## config.mk

```make
export PLATFORM = sky130hd
export DESIGN_NAME = ssf_front
export DESIGN_NICKNAME = d
export VERILOG_FILES = /design/src/hdl/ssf_pkg.sv /design/src/hdl/ssf_front.sv
export SDC_FILE = /design/constraint.sdc
export NUM_CORES = 1
export LEC_CHECK = 0
export BUFFER_PORTS_ARGS = -buffer_cell sky130_fd_sc_hd__buf_2
export CAP_MARGIN = 20
export CELL_PAD_IN_SITES_DETAIL_PLACEMENT = 0
export CELL_PAD_IN_SITES_GLOBAL_PLACEMENT = 2
export CORE_ASPECT_RATIO = 0.9
export CORE_MARGIN = 3
export CORE_UTILIZATION = 25
export DETAILED_ROUTE_END_ITERATION = 16
export PLACE_DENSITY = 0.92
export SLEW_MARGIN = 20
export SYNTH_ARGS = -nofsm -noshare
export SYNTH_HDL_FRONTEND = slang
export SYNTH_SLANG_ARGS = --single-unit
```

## constraint.sdc

```tcl
create_clock -name vclk -period 9
set_input_delay 0.45 -clock vclk [all_inputs]
set_output_delay 0.45 -clock vclk [all_outputs]
set_load 0.05 [all_outputs]
```

## src/hdl/ssf_pkg.sv

```systemverilog
package ssf_pkg;

   // scanline geometry
   localparam int LINE_BYTES = 512;
   localparam int WORD_BYTES = 8;
   localparam int ROWS       = LINE_BYTES / WORD_BYTES;
   localparam int ROW_W      = $clog2(ROWS);
   localparam int LANE_W     = $clog2(WORD_BYTES);
   localparam int BYTE_W     = $clog2(LINE_BYTES);
   localparam int WIDTH_W    = 10;
   localparam int WORD_W     = WORD_BYTES * 8;
   localparam int QDEPTH     = 2;
   localparam int QPTR_W     = $clog2(QDEPTH);
   localparam int QCNT_W     = $clog2(QDEPTH + 1);

   // request kinds
   localparam logic [1:0] REQ_DRAW = 2'd0;
   localparam logic [1:0] REQ_READ = 2'd1;
   localparam logic [1:0] REQ_FILL = 2'd2;

   // draw modes
   localparam logic [1:0] MODE_SET    = 2'd0;
   localparam logic [1:0] MODE_CLEAR  = 2'd1;
   localparam logic [1:0] MODE_INVERT = 2'd2;

   // configuration register indexes
   localparam logic CSR_BACKGROUND = 1'b0;
   localparam logic CSR_ACTIVE     = 1'b1;

   // operation carried out by the back end
   typedef enum logic [1:0] {
      OP_NONE,
      OP_DRAW,
      OP_READ,
      OP_FILL
   } op_type;

   // classified command between front and back
   typedef struct packed {
      op_type            op;
      logic              status;
      logic [1:0]        mode;
      logic [BYTE_W-1:0] lo_byte;
      logic [BYTE_W-1:0] hi_byte;
      logic [7:0]        first_mask;
      logic [7:0]        last_mask;
      logic [7:0]        fill_byte;
   } cmd_type;

endpackage

```

## src/hdl/ssf_front.sv

```systemverilog
module ssf_front (
   input  logic                          req_tvalid,
   output logic                          req_tready,
   input  logic [1:0]                    req_type,
   input  logic [11:0]                   span_start,
   input  logic [11:0]                   span_end,
   input  logic [1:0]                    draw_mode,
   input  logic [8:0]                    read_index,
   input  logic [7:0]                    background_byte,
   input  logic [ssf_pkg::WIDTH_W-1:0]   active_bytes,
   input  logic                          q_full,
   output logic                          q_push,
   output ssf_pkg::cmd_type              q_cmd
);

   logic [11:0]                 lo_col;
   logic [11:0]                 hi_col;
   logic [ssf_pkg::WIDTH_W-1:0] eff_width;
   logic [ssf_pkg::WIDTH_W-1:0] eff_last;

   assign req_tready = !q_full;
   assign q_push     = req_tvalid && !q_full;

   // order the span ends and clamp the active width
   always_comb begin
      if (span_start > span_end) begin
         lo_col = span_end;
         hi_col = span_start;
      end else begin
         lo_col = span_start;
         hi_col = span_end;
      end
      if (active_bytes > ssf_pkg::WIDTH_W'(ssf_pkg::LINE_BYTES)) begin
         eff_width = ssf_pkg::WIDTH_W'(ssf_pkg::LINE_BYTES);
      end else begin
         eff_width = active_bytes;
      end
      eff_last = eff_width - ssf_pkg::WIDTH_W'(1);
   end

   // classify the request into a back end command
   always_comb begin
      q_cmd            = '0;
      q_cmd.op         = ssf_pkg::OP_NONE;
      q_cmd.mode       = draw_mode;
      q_cmd.fill_byte  = background_byte;
      q_cmd.first_mask = 8'hFF;
      q_cmd.last_mask  = 8'hFF;
      case (req_type)
         ssf_pkg::REQ_DRAW: begin
            q_cmd.lo_byte    = lo_col[11:3];
            q_cmd.hi_byte    = hi_col[11:3];
            q_cmd.first_mask = 8'hFF >> lo_col[2:0];
            q_cmd.last_mask  = 8'hFF << (3'd7 - hi_col[2:0]);
            if ({1'b0, hi_col[11:3]} >= eff_width) begin
               q_cmd.status = 1'b1;
            end else if (draw_mode == ssf_pkg::MODE_SET || draw_mode == ssf_pkg::MODE_CLEAR
                         || draw_mode == ssf_pkg::MODE_INVERT) begin
               q_cmd.op = ssf_pkg::OP_DRAW;
            end
         end
         ssf_pkg::REQ_READ: begin
            q_cmd.lo_byte = read_index;
            q_cmd.hi_byte = read_index;
            if ({1'b0, read_index} < eff_width) begin
               q_cmd.op = ssf_pkg::OP_READ;
            end else begin
               q_cmd.status = 1'b1;
            end
         end
         ssf_pkg::REQ_FILL: begin
            q_cmd.lo_byte = '0;
            q_cmd.hi_byte = eff_last[ssf_pkg::BYTE_W-1:0];
            if (eff_width != '0) begin
               q_cmd.op = ssf_pkg::OP_FILL;
            end
         end
         default: begin
            q_cmd.op = ssf_pkg::OP_NONE;
         end
      endcase
   end

endmodule

```

==> results.rst <==
.. list-table::
   :header-rows: 1

   * - Metric
     - Value
   * - Number of maximum-capacitance violations
     - 0
   * - Remaining Overflow, GRT
     - 0
   * - Area share of and/or/nand/nor cells after synthesis
     - 21.03%
   * - Ant diodes
     - 0
   * - Antenna violations before repair
     - 0
   * - Initial Util
     - 26.68%
   * - Placeable Area
     - around 0.0073 mm2
   * - Number of slew-limit violations in the final report
     - 0
   * - Category of the worst setup path launch point
     - input pin
   * - Iteration-0 DRC Markers
     - 133
   * - Number of buffers and inverters on the critical path
     - 3
   * - Layout cell share with drive strength beyond 1
     - 26.67%
   * - Clock power frac
     - 0%
   * - Slowest CP cell
     - sky130_fd_sc_hd__o21ba_4
   * - Most used cell, CP
     - sky130_fd_sc_hd__a21oi_1
   * - Total of cells resized after clock tree synthesis
     - 0
   * - Gate Count Post-Synth
     - 301
   * - Length of the first detailed-routing pass in iterations
     - 5
   * - Share of cell area taken by muxes after synthesis
     - under 10%
   * - Worst hold margin
     - 0.9000 ns
   * - Switching share of total power
     - 68.62%
   * - Crit path from
     - span_end[11]
   * - Syn Area/Cell
     - 6.464 um2
   * - Area fraction in compound gates after synthesis
     - about 36%
   * - Normalized max-slew margin
     - 47.06%
   * - Delay of the slowest cell on the worst path
     - 0.69 ns
   * - Share of total power in sequential cells
     - 0%
   * - Antenna violation net count after detailed routing
     - 0
   * - Biggest area consumer among synthesized cells
     - sky130_fd_sc_hd__ha_1
   * - Parity-gate share of the synthesized area counting xor and xnor cells
     - approximately 1.8%
   * - Final Instance Count excl. Fillers
     - 453
   * - Peak ir drop on the vdd network
     - 0.03727 mV
   * - Critical path peak fanout
     - 53
   * - Number of buffers inserted by port buffering
     - 88
   * - DIE AREA
     - 0.008878 mm2
   * - Arrival time reported for the critical path endpoint
     - around 4 ns
   * - Chip Height
     - between 80 and 90 um
   * - Number of fill cells in the layout
     - 828
   * - Routability-driven placement congestion ratio
     - slightly below 0.9
   * - First-pass GRT wire length
     - 11.12 mm
   * - # nets final
     - 450
   * - Global routing usage summed across all routing layers
     - 14.92%
   * - Kind of end point of the critical path
     - output pin
   * - Dominant combinational cell family by area after synthesis
     - compound AO/OA/AOI/OAI gates
   * - Syn-to-layout area delta
     - 20.58%
   * - Total count of hold-check failures in the final report
     - 0
   * - Via count of the first global-routing pass
     - 2152
   * - Power density over the cells
     - slightly above 80 mW/mm2
   * - Post-Syn Area
     - 0.001946 mm2
   * - Minimum clock period after layout
     - 4.339 ns
   * - Setup repair after global routing missed its margin
     - no
   * - Min-delay src
     - background_byte[6]
   * - Classification of the worst-slack hold path
     - input pin to output pin
   * - Final critical-path share of the clock period
     - 48.21%
   * - Run status
     - completed
   * - Distinct cell type count after synthesis
     - 49
   * - Final HPWL from detailed placement
     - 5.835 mm
   * - Vias
     - 2463
   * - Synthesized-area fraction occupied by adder cells
     - 19.94%
   * - Cell depth of the worst setup path
     - 16
   * - Tightest Pin Transition
     - 0.7898 ns
   * - F_max
     - 230.5 MHz
   * - Top cell type's share of synthesized area
     - about a fifth
   * - Setup-violating endpoint count in the final report
     - 0
   * - Comb power frac
     - 100.0%
   * - Post-route DRC
     - 0
   * - Core Rows
     - 29
   * - Via density
     - roughly 5.4
   * - Largest net degree at the start of global routing
     - 54
   * - Internal power
     - 0.06125 mW
   * - Drt wl/cell
     - 15.99 um
   * - Post-CTS setup buffer count
     - 0
   * - CP Data Required Time
     - 8.55 ns
   * - Cell family contributing the most delay on the critical path
     - compound AO/OA/AOI/OAI gates
   * - Static leakage
     - 1.098 nW
   * - Placed cells
     - 453
   * - Final design utilization
     - 32.17%
   * - Post-synthesis sequential area ratio
     - 0%
   * - Sw Pwr
     - between 0.1 and 0.15 mW
   * - Cell count of the worst hold path
     - 0
   * - Wirelength, routed
     - 7.244 mm
   * - Num sequential
     - 0
   * - Summed negative setup slack over all endpoints
     - 0 ns
   * - Syn. warnings
     - 0
   * - Sequential cell area in the final layout
     - 0 um2
   * - Num ports
     - between 100 and 150
   * - Synth top area cells
     - sky130_fd_sc_hd__ha_1 20%, sky130_fd_sc_hd__o21ai_0 9.0%, sky130_fd_sc_hd__a21oi_1 8.7%
   * - Cell-by-cell listing of the critical path
     - buf_2 > inv_1 > ha_1 > nand4_1 > o211ai_1 > nand2_1 > o21ba_4 > o21ai_0 > ha_1 > a211o_1 > a21oi_1 > o21ai_0 > a21oi_1 > a21oi_1 > and2_1 > buf_2
   * - Setup Crit Path Kind
     - input pin to output pin
   * - Clock tree buffer count of the final layout
     - 0
   * - Horizontal die dimension
     - ~100 um
   * - Number of buffers inserted by hold repair at cts
     - 0
-- cell type report --
| cell class | instances | area (um2) | share of cell area, % |
|---|---|---|---|
| multi-input cells | 254 | 1722 | 73.39 |
| repair buffers | 88 | 440.4 | 18.77 |
| well taps | 93 | 116.4 | 4.960 |
| inverters | 18 | 67.56 | 2.880 |
-- power groups by stage --
stage | Combinational [mW] | Sequential, mW | Clock (mW)
after floorplan | 0.154 | 0 | 0
after global placement | 0.192 | 0 | 0
after detailed placement | 0.193 | 0 | 0
after CTS | 0.194 | 0 | 0
after global routing | 0.213 | 0 | 0
final | 0.195 | 0 | 0
-- per-stage QoR --
step                      setup WS, ns  cell area, um2  total power, mW
after floorplan                  5.084            1949           0.1536
after global placement           4.547            2333           0.1921
after detailed placement         4.363            2333           0.1930
after CTS                        4.337            2333           0.1940
after global routing             4.372            2346           0.2127
final                            4.661            2346           0.1952
-- placed cells by master, fill, tap and decap left out, drive strengths merged, types with 8 or more instances in the layout --
| master | Yosys | routed |
|---|---|---|
| mux2i | 14 | 14 |
| a22oi | 8 | 8 |
| nand3 | 10 | 10 |
| ha | 31 | 31 |
| o211ai | 9 | 9 |
| buf | 18 | 88 |
| o21ai | 38 | 38 |
| a21oi | 35 | 35 |
| nor2 | 12 | 12 |
| inv | 17 | 17 |
| nand2 | 36 | 36 |
-- cell usage after synthesis, drive strengths merged (6+ instances only) --
| master | count |
|---|---|
| a21o | 6 |
| a21oi | 35 |
| a22oi | 8 |
| buf | 18 |
| clkbuf | 12 |
| ha | 31 |
| inv | 17 |
| mux2i | 14 |
| nand2 | 36 |
| nand3 | 10 |
| nand4 | 6 |
| nor2 | 12 |
| o211ai | 9 |
| o21ai | 38 |
-- per-layer routing --
metal	wire length [um]	track usage (%)
met5	0	0
met4	12	0.2481
met3	566	1.081
met2	3169	24.82
met1	3496	22.34
-- final timing paths --
path | end | slack (ns)
hold / removal | q_cmd[6] | 0.90
setup / recovery | q_cmd[44] | 4.66
-- logic make-up (layout without fill, tap and decap cells) --
family	after synthesis	in the layout
fa+ha+maj	31	31
mux	16	16
simple gates	85	85
buf+inv	48	106
xor+xnor	4	4
compound gates	116	116
other cells	1	2
Note: power is estimated with default switching activity, not from simulation.
