File: src/hdl/ssf_pkg.sv
package ssf_pkg;

   // scanline geometry
   localparam int LINE_BYTES = 512;
   localparam int WORD_BYTES = 8;
   localparam int ROWS       = LINE_BYTES / WORD_BYTES;
   localparam int ROW_W      = $clog2(ROWS);
   localparam int LANE_W     = $clog2(WORD_BYTES);
   localparam int BYTE_W     = $clog2(LINE_BYTES);
   localparam int WIDTH_W    = 10;
   localparam int WORD_W     = WORD_BYTES * 8;
   localparam int QDEPTH     = 2;
   localparam int QPTR_W     = $clog2(QDEPTH);
   localparam int QCNT_W     = $clog2(QDEPTH + 1);

   // request kinds
   localparam logic [1:0] REQ_DRAW = 2'd0;
   localparam logic [1:0] REQ_READ = 2'd1;
   localparam logic [1:0] REQ_FILL = 2'd2;

   // draw modes
   localparam logic [1:0] MODE_SET    = 2'd0;
   localparam logic [1:0] MODE_CLEAR  = 2'd1;
   localparam logic [1:0] MODE_INVERT = 2'd2;

   // configuration register indexes
   localparam logic CSR_BACKGROUND = 1'b0;
   localparam logic CSR_ACTIVE     = 1'b1;

   // operation carried out by the back end
   typedef enum logic [1:0] {
      OP_NONE,
      OP_DRAW,
      OP_READ,
      OP_FILL
   } op_type;

   // classified command between front and back
   typedef struct packed {
      op_type            op;
      logic              status;
      logic [1:0]        mode;
      logic [BYTE_W-1:0] lo_byte;
      logic [BYTE_W-1:0] hi_byte;
      logic [7:0]        first_mask;
      logic [7:0]        last_mask;
      logic [7:0]        fill_byte;
   } cmd_type;

endpackage

File: src/hdl/ssf_queue.sv
module ssf_queue (
   input  logic              clock,
   input  logic              reset,
   input  logic              push,
   input  ssf_pkg::cmd_type  push_cmd,
   output logic              full,
   input  logic              pop,
   output logic              head_valid,
   output ssf_pkg::cmd_type  head_cmd
);

   ssf_pkg::cmd_type            entry_ff [ssf_pkg::QDEPTH];
   logic [ssf_pkg::QPTR_W-1:0]  wr_ptr_ff, wr_ptr_in;
   logic [ssf_pkg::QPTR_W-1:0]  rd_ptr_ff, rd_ptr_in;
   logic [ssf_pkg::QCNT_W-1:0]  count_ff, count_in;

   assign full       = (count_ff == ssf_pkg::QCNT_W'(ssf_pkg::QDEPTH));
   assign head_valid = (count_ff != '0);
   assign head_cmd   = entry_ff[rd_ptr_ff];

   // pointer and fill count update
   always_comb begin
      wr_ptr_in = wr_ptr_ff;
      rd_ptr_in = rd_ptr_ff;
      count_in  = count_ff;
      if (push) begin
         wr_ptr_in = wr_ptr_ff + ssf_pkg::QPTR_W'(1);
      end
      if (pop) begin
         rd_ptr_in = rd_ptr_ff + ssf_pkg::QPTR_W'(1);
      end
      if (push && !pop) begin
         count_in = count_ff + ssf_pkg::QCNT_W'(1);
      end else if (pop && !push) begin
         count_in = count_ff - ssf_pkg::QCNT_W'(1);
      end
   end

   always_ff @(posedge clock) begin
      if (reset) begin
         wr_ptr_ff <= '0;
         rd_ptr_ff <= '0;
         count_ff  <= '0;
      end else begin
         wr_ptr_ff <= wr_ptr_in;
         rd_ptr_ff <= rd_ptr_in;
         count_ff  <= count_in;
      end
   end

   // entry storage
   always_ff @(posedge clock) begin
      if (push) begin
         entry_ff[wr_ptr_ff] <= push_cmd;
      end
   end

endmodule

File: config.mk
export PLATFORM = sky130hd
export DESIGN_NAME = ssf_queue
export DESIGN_NICKNAME = d
export VERILOG_FILES = /design/src/hdl/ssf_pkg.sv /design/src/hdl/ssf_queue.sv
export SDC_FILE = /design/constraint.sdc
export NUM_CORES = 1
export LEC_CHECK = 0
export ABC_AREA = 0
export BUFFER_PORTS_ARGS = -buffer_cell sky130_fd_sc_hd__buf_2
export CAP_MARGIN = 20
export CORE_ASPECT_RATIO = 2
export CORE_MARGIN = 10
export CORE_UTILIZATION = 27
export DETAILED_ROUTE_END_ITERATION = 10
export GPL_TIMING_DRIVEN = 0
export SKIP_CTS_REPAIR_TIMING = 1
export SLEW_MARGIN = 0
export SYNTH_ARGS = -nofsm -noshare
export SYNTH_HDL_FRONTEND = slang
export SYNTH_SLANG_ARGS = --single-unit
export TNS_END_PERCENT = 20
File: constraint.sdc
create_clock -name clock -period 3.8 [get_ports clock]
set_input_delay 0 -clock clock [delete_from_list [all_inputs] [get_ports clock]]
set_output_delay 0 -clock clock [all_outputs]
set_load 0.02 [all_outputs]
==> results of run 1 <==
critical path, cell delays in order, from the launching register on:
cell	delay [ps]
dfxtp_1	330
buf_4	200
buf_6	180
mux2_2	360
buf_2	170
power breakdown:
part,leakage [nW],switching [W],total [W],internal (W)
Clock,0.139,0.000401,0.000856,0.000455
Combinational,0.884,0.000199,0.000369,0.000170
Sequential,0.924,0.0000170,0.00129,0.00127
Total,1.95,0.000616,0.00251,0.00190
cell usage in the layout, fill, tap and decap left out:
cell / synthesis / layout
buf_6: 3 / 3
buf_2: 1 / 100
xor2_1: 2 / 2
buf_12: 0 / 2
edfxtp_1: 94 / 94
clkinv_2: 0 / 1
buf_4: 1 / 1
clkinvlp_4: 0 / 1
or2_2: 1 / 1
and2_2: 0 / 1
dfxtp_1: 5 / 5
a21oi_1: 1 / 1
nor2b_4: 0 / 1
clkinv_4: 0 / 3
inv_1: 1 / 1
nor2_1: 4 / 4
dlygate4sd3_1: 0 / 50
or3_1: 1 / 1
o21ai_0: 1 / 1
xnor2_1: 2 / 2
ha_1: 1 / 1
mux2_2: 47 / 47
and2b_2: 1 / 1
inv_8: 0 / 2
clkbuf_16: 0 / 9
layout make-up:
| type | count | area share, % |
|---|---|---|
| Sequential cell | 99 | 57.0 |
| Timing Repair Buffer | 151 | 20.2 |
| Multi-Input combinational cell | 63 | 12.6 |
| Clock buffer | 9 | 4.39 |
| Tap cell | 152 | 3.71 |
| Clock inverter | 7 | 1.20 |
| Buffer | 5 | 0.902 |
| Inverter | 1 | 0.0732 |
through the flow:
| stage | total power [W] | TNS, ps | cell area [um2] | setup slack, ps |
|---|---|---|---|---|
| floorplan | 0.00151 | 0 | 3610 | 916 |
| global placement | 0.00164 | -15370 | 4290 | -333 |
| detailed placement | 0.00165 | 0 | 4340 | 2210 |
| CTS | 0.00252 | 0 | 4630 | 2170 |
| global route | 0.00262 | 0 | 5130 | 2120 |
| finish | 0.00251 | 0 | 5130 | 2220 |
metal layers:
layer  track usage (%)  vias to the layer above
met5                 0                        -
met3              3.09                       10
met4              3.80                        0
li1                  -                      976
met1              7.25                      994
met2              15.5                       52
state kept, by name, summed over array words and instances (netlist names), named ones only:
name,cells
entry_ff,94
count_ff,2
rd_ptr_ff,1
wr_ptr_ff,1
cells in the mapped netlist, drive strengths merged, types with 2 or more instances:
| master | number |
|---|---|
| buf | 5 |
| dfxtp | 5 |
| edfxtp | 94 |
| mux2 | 47 |
| nor2 | 4 |
| xnor2 | 2 |
| xor2 | 2 |
logic make-up (layout without fill, tap and decap cells):
kind of cell	count (synthesis)	count (layout)	synth area share, %
flops	99	99	81.0
fa+ha+maj	1	1	0.347
xor+xnor	4	4	0.971
compound gates	2	2	0.277
mux	47	47	14.7
buf+inv	6	173	1.39
simple gates	9	9	1.35
final timing paths:
check	cells after the start	end	from	slack [ps]
max	4	head_cmd[36]	flop	2220
min	4	count_ff[0]$_SDFFE_PP0P_	push	140
max reg2reg	2	entry_ff[1][12]$_DFFE_PP_	wr_ptr_ff$_SDFFE_PP0P_	2260
min reg2reg	2	count_ff[1]$_SDFFE_PP0P_	count_ff[1]$_SDFFE_PP0P_	500
==> impl_metrics.yaml, run 1 <==
clock_tree:
  ctsHtreeMaxLevel: 3
  clockRootBuffer: "clkbuf_16"
  clock_latency_ps: 330
  cts_tree: "yes"
  path_clk_slew_ps: 70
  clkSinkCount: 99
  clk_path_buf_depth: 2
  cts_buffers: 9
die:
  start_util_pct: 27.6
  die_w_um: 102
  die-area_um2: 18700
  core_um2: 13100
  io_pins: 100
  fp.dieH_um: 183
  floorplan.rows: 59
yosys:
  ys_seq_elements: 99
  synth_area_um2: 3610
  synth_top_area_share_pct: 78.2
  synth.avg_cell_area_um2: 21.5
  synth_sequential_area_ratio_pct: 81.0
  async_flop_share_pct: 0
  ys_warn_count: 0
  synth-edff-count: 94
  synth_cell_type_count: 18
  postSynthCellCount: 168
  synthesis.nets: 220
  synth-main-ff-cell: "edfxtp_1"
  synth_area_leaders: "edfxtp_1 78%, mux2_2 15%, dfxtp_1 2.8%, buf_6 0.94%, xnor2_1 0.49%"
  netlist.top_cell.by_area: "edfxtp_1"
layout:
  nFillCells: 1172
  final_util_pct: 39.3
  fin_nets: 382
  diodes: 0
  drive_gt1_share_pct: 51.6
  multi_input_area_um2: 644
  regArea_um2: 2920
  areaGrowthSynthToFinish_pct: 42.2
  fin_cells: 487
sta:
  worst_pin_slew_ps: 666
  setup_viol: 0
  rsz0062_at_grt: "false"
  period_needed_ps: 1580
  fin_crit_sh_pct: 41.5
  whs_ps: 144
  timing.fmax_mhz: 634
  hold_viol_final: 0
  finalClockSkew_ps: 5.86
  maxSlewViolCount: 0
  relSlewSlack_pct: 55.5
detailed_routing:
  firstDrtPassIters: 3
  vias_per_cell: 4.17
  wirelength_um: 7690
  dr.max_layer_used: "met4"
  wl_met3_um: 439
  drt-met1-wl_um: 2540
  drt-initial-drc-count: 91
  drc: 0
  wl_per_cell_um: 15.8
  postRouteAntennaNets: 0
  wl_met2_um: 4570
  vias: 2032
global_route:
  antenna_found_initial: 0
  grt_max_degree: 29
  grt-ovfl-total: 0
  grt_util_all_layers_pct: 8.20
  grt_pass1_wl_um: 11400
  grt_pass1_vias: 2134
worst_setup_path:
  critical_path.max_fanout: 10
  arrival_ps: 1580
  critPathKind: "reg -> out"
  endpoint_kind: "primary output"
  startpoint_type: "flop"
  worst_ep_required_time_ps: 3800
place:
  gp_congestion: 0.621
  dp.cells: 421
  port_buffers: 99
  dp_hpwl_um: 5570
run:
  drv_cap: 0
min_path:
  hp-class: "in -> reg"
outcome:
  status: "completed"
pwr:
  pwr_density_cell_nw_per_um2: 490
  power_leakage_nw: 1.95
  ir_worst_vdd_mv: 0.290
Power figures use the tool's default switching activity.
==> run 2: changes to the inputs <==
==> constraint.sdc (replaced) <==
create_clock -name clock -period 1.4 [get_ports clock]
set_input_delay 0 -clock clock [delete_from_list [all_inputs] [get_ports clock]]
set_output_delay 0 -clock clock [all_outputs]
set_load 0.02 [all_outputs]
==> impl_metrics.yaml, run 2 (synthesized netlist as in run 1, its figures left out) <==
outcome:
  status: "finished, violations left"
  violations: "setup timing"
die:
  floorplan.rows: 59
  die-area_um2: 18700
  fp.dieH_um: 183
  die_w_um: 102
  core_um2: 13100
  start_util_pct: 27.6
  io_pins: 100
global_route:
  grt.busiest_layer: "met2"
  use_met1_pct: 7.87
  grt_util_all_layers_pct: 8.65
  antenna_found_initial: 0
  grt_pass1_wl_um: 11800
  grt-ovfl-total: 0
  grtUsageMet3_pct: 2.48
  grt_max_degree: 27
  grt_pass1_vias: 2181
  use_met2_pct: 15.3
detailed_routing:
  wirelength_um: 8610
  drt-initial-drc-count: 62
  drc: 0
  vias: 2148
  vias_per_cell: 4.32
  firstDrtPassIters: 4
  postRouteAntennaNets: 0
  wl_per_cell_um: 17.3
pwr:
  pwr_density_cell_nw_per_um2: 1310
  ir_worst_vdd_mv: 0.653
  power_leakage_nw: 2.13
layout:
  drive_gt1_share_pct: 52.5
  largest_reg_flops: 94
  multi_input_area_um2: 708
  nFillCells: 1166
  largest_register: "entry_ff"
  mostFrequentLayoutCells: "94 x edfxtp_1, 82 x buf_2, 51 x dlygate4sd3_1"
  diodes: 0
  areaGrowthSynthToFinish_pct: 51.7
  top_regs: "entry_ff (94), count_ff (2)"
  mostFrequentLayoutCell: "edfxtp_1"
  regArea_um2: 2930
  fin_nets: 392
sta:
  fin_ws_ps: -119
  maxSlewViolCount: 0
  rsz0062_at_grt: "true"
  worst_pin_slew_ps: 723
  relSlewSlack_pct: 51.7
  finalClockSkew_ps: 5.74
  fin_crit_sh_pct: 108
  setup_tns_ps: -7560
  period_needed_ps: 1520
  whs_ps: 169
  hold_viol_final: 0
  timing.fmax_mhz: 658
  setup_viol: 88
worst_setup_path:
  cpPeakStageDelay_ps: 580
  cp-startpoint: "wr_ptr_ff$_SDFFE_PP0P_"
  rr_endpoint: "entry_ff[0][14]$_DFFE_PP_"
  cp-endpoint: "entry_ff[0][14]$_DFFE_PP_"
  arrival_ps: 1550
  ff2ff_path_depth: 2
  critPathKind: "reg -> reg"
  critPathSlowestCell: "nor2b_4"
  path_cells: "nor2b_4, buf_12"
  r2r-start: "wr_ptr_ff$_SDFFE_PP0P_"
  endpoint_kind: "flop"
  startpoint_type: "flop"
  critical_path.max_fanout: 26
  worst_ep_required_time_ps: 1430
  rrSetupSlack_ps: -120
place:
  dp_hpwl_um: 5770
  gp_congestion: 0.645
  port_buffers: 99
  dp_slack_ps: -160
clock_tree:
  cts_tree: "yes"
  cts_buffers: 9
  clk_path_buf_depth: 2
  clock_latency_ps: 330
  path_clk_slew_ps: 60
  clkSinkCount: 99
  clockRootBuffer: "clkbuf_16"
  ctsHtreeMaxLevel: 3
min_path:
  hp-class: "in -> reg"
run:
  drv_cap: 0
## run 2: cell count changes in the layout (fill, tap and decap cells not counted), sizes merged
cell,change
clkbuf,+5
inv,-1
buf,+7
dlygate4sd3,+1
bufinv,+1
clkinv,-3
## run 2: how the worst min path moves through the flow
stage | slack, ps | from | end | depth (start not counted)
final | 170 | push | count_ff[0]$_SDFFE_PP0P_ | 4
after floorplan | 60 | reset | wr_ptr_ff$_SDFFE_PP0P_ | 1
after CTS | -170 | push_cmd[1] | entry_ff[0][1]$_DFFE_PP_ | 1
after detailed placement | 190 | push_cmd[1] | entry_ff[0][1]$_DFFE_PP_ | 1
after global placement | 190 | push_cmd[27] | entry_ff[0][27]$_DFFE_PP_ | 1
after global routing | 230 | push | count_ff[0]$_SDFFE_PP0P_ | 4
## run 2: critical path, delay by kind of cell (launching register included)
family,cells,cell delay [ps]
buf+inv,1,270
flops,1,340
simple gates,1,580
## run 2: per-stage QoR
step	instances	power, W	utilization, %	cell area [um2]
finish	497	0.00718	41.9	5470
global route	497	0.00748	41.9	5470
CTS	437	0.00696	35.5	4640
detailed placement	421	0.00449	33.2	4340
global placement	419	0.00444	32.9	4300
floorplan	168	0.00411	-	3620
## run 2: metal layers
metal | share of wire [%] | vias to the layer above
met4 | 4.7 | 0
met3 | 4.1 | 19
met5 | 0 | -
li1 | - | 998
met2 | 58 | 63
met1 | 33 | 1068
## run 2: power breakdown
part           internal, W  switching (W)  leakage [nW]
clock              0.00144        0.00101         0.141
sequential         0.00345      0.0000545         0.925
combinational     0.000636       0.000598          1.06
total              0.00552        0.00166          2.13
## run 2: cell type report
| class | count | share of cell area (%) |
|---|---|---|
| flip-flops and latches | 99 | 53.5 |
| repair buffers | 161 | 22.9 |
| multi-input cells | 63 | 12.9 |
| clock buffers | 12 | 4.50 |
| well taps | 152 | 3.48 |
| plain buffers | 5 | 1.67 |
| clock inverters | 4 | 0.914 |
| inverters | 1 | 0.0686 |
==> run 3: changes to the inputs <==
--- a/config.mk
+++ b/config.mk
@@ -8,13 +8,12 @@
 export ABC_AREA = 0
 export BUFFER_PORTS_ARGS = -buffer_cell sky130_fd_sc_hd__buf_2
 export CAP_MARGIN = 20
-export CORE_ASPECT_RATIO = 2
+export CORE_ASPECT_RATIO = 1.5
 export CORE_MARGIN = 10
 export CORE_UTILIZATION = 27
 export DETAILED_ROUTE_END_ITERATION = 10
 export GPL_TIMING_DRIVEN = 0
 export SKIP_CTS_REPAIR_TIMING = 1
-export SLEW_MARGIN = 0
 export SYNTH_ARGS = -nofsm -noshare
 export SYNTH_HDL_FRONTEND = slang
 export SYNTH_SLANG_ARGS = --single-unit
==> impl_metrics.yaml, run 3 (synthesized netlist as in run 1, its figures left out) <==
clock_tree:
  clkSinkCount: 99
  clock_latency_ps: 330
  cts_buffers: 9
  cts_tree: "yes"
  clk_path_buf_depth: 2
  path_clk_slew_ps: 70
  ctsHtreeMaxLevel: 3
  clockRootBuffer: "clkbuf_16"
sta:
  setup_tns_ps: -2500
  setup_viol: 46
  whs_ps: -17.8
  fin_ws_ps: -92.2
  worst_pin_slew_ps: 233
  finalClockSkew_ps: 4.60
  fin_crit_sh_pct: 107
  timing.fmax_mhz: 670
  relSlewSlack_pct: 84.5
  maxSlewViolCount: 0
  period_needed_ps: 1490
  rsz0062_at_grt: "true"
  hold_viol_final: 1
run:
  drv_cap: 0
detailed_routing:
  drt-initial-drc-count: 41
  vias_per_cell: 4.20
  postRouteAntennaNets: 0
  wl_per_cell_um: 17.0
  vias: 2115
  firstDrtPassIters: 4
  drc: 0
  wirelength_um: 8550
min_path:
  hp-class: "in -> reg"
  hold_depth: 3
  hold_start: "push"
layout:
  fin_cells: 504
  top_regs: "entry_ff (94), count_ff (2)"
  multi_input_area_um2: 736
  nFillCells: 1188
  diodes: 0
  areaGrowthSynthToFinish_pct: 55.9
  final_util_pct: 43.2
  drive_gt1_share_pct: 53.3
  mostFrequentLayoutCell: "edfxtp_1"
  largest_register: "entry_ff"
  mostFrequentLayoutCells: "94 x edfxtp_1, 67 x buf_2, 49 x dlygate4sd3_1"
  largest_reg_flops: 94
  fin_nets: 392
  regArea_um2: 2930
pwr:
  totalPowerFinal_w: 0.00724
  power_leakage_nw: 2.19
  ir_worst_vdd_mv: 0.551
  pwr_density_cell_nw_per_um2: 1290
die:
  io_pins: 100
  die-area_um2: 18500
  fp.dieH_um: 162
  floorplan.rows: 51
  core_um2: 13000
  die_w_um: 114
  start_util_pct: 27.7
global_route:
  grt-ovfl-total: 0
  grt_pass1_vias: 2133
  grt_max_degree: 37
  antenna_found_initial: 0
  grt_util_all_layers_pct: 8.44
  grt_pass1_wl_um: 11800
worst_setup_path:
  endpoint_kind: "primary output"
  startpoint_type: "flop"
  worst_ep_required_time_ps: 1400
  arrival_ps: 1490
  critPathKind: "reg -> out"
  ff2ff_path_depth: 2
  critical_path.max_fanout: 8
  r2r-start: "wr_ptr_ff$_SDFFE_PP0P_"
outcome:
  status: "finished, violations left"
  violations: "hold timing, setup timing"
place:
  gp_congestion: 0.655
  port_buffers: 99
  dp_hpwl_um: 5410
  dp.cells: 429
==> run 3: cell types whose count changed in the layout (fill, tap and decap cells not counted), moves of 2 or more <==
| cell | before | now |
|---|---|---|
| buf_2 | 82 | 67 |
| buf_6 | 18 | 30 |
| mux2_2 | 30 | 23 |
| mux2_4 | 17 | 24 |
| buf_12 | 6 | 4 |
| buf_16 | 0 | 2 |
| clkbuf_1 | 2 | 0 |
| clkbuf_4 | 0 | 2 |
| clkinvlp_4 | 1 | 3 |
| dlygate4sd3_1 | 51 | 49 |
==> run 3: path summary, 6_finish.rpt <==
kind	end	slack, ps
worst min register to register	count_ff[1]$_SDFFE_PP0P_	530
worst max-delay path	head_cmd[3]	-90
worst max register to register	entry_ff[1][24]$_DFFE_PP_	140
worst min-delay path	wr_ptr_ff$_SDFFE_PP0P_	-20
==> run 3: layout make-up <==
cell class,count,share of cell area [%]
Clock buffer,9,4.00
Tap cell,159,3.54
Sequential cell,99,52.1
Buffer,5,1.47
Clock inverter,7,1.22
Multi-Input combinational cell,63,13.1
Inverter,1,0.0667
Timing Repair Buffer,161,24.6
==> run 3: where the power goes <==
part / internal, W / switching, W
Sequential: 0.00345 / 0.0000536
Combinational: 0.000719 / 0.000603
Clock: 0.00138 / 0.00104
==> run 3: per-stage QoR <==
step | area (um2) | setup slack [ps]
floorplan | 3620 | -50.5
global placement | 4310 | -517
detailed placement | 4390 | -98.3
CTS | 4680 | -243
global route | 5620 | -154
finish | 5620 | -92.2
==> run 3: critical path, cell delays in order (launching register included) <==
cell and delay, ps:
dfxtp_4 370, buf_12 160, clkbuf_16 160, mux2_2 330, buf_6 130
==> run 3: routing by layer <==
metal	GRT usage (%)	wire, um
met5	0	0
met4	3.77	126
met3	3.52	487
met2	14.6	4690
met1	8.55	3240
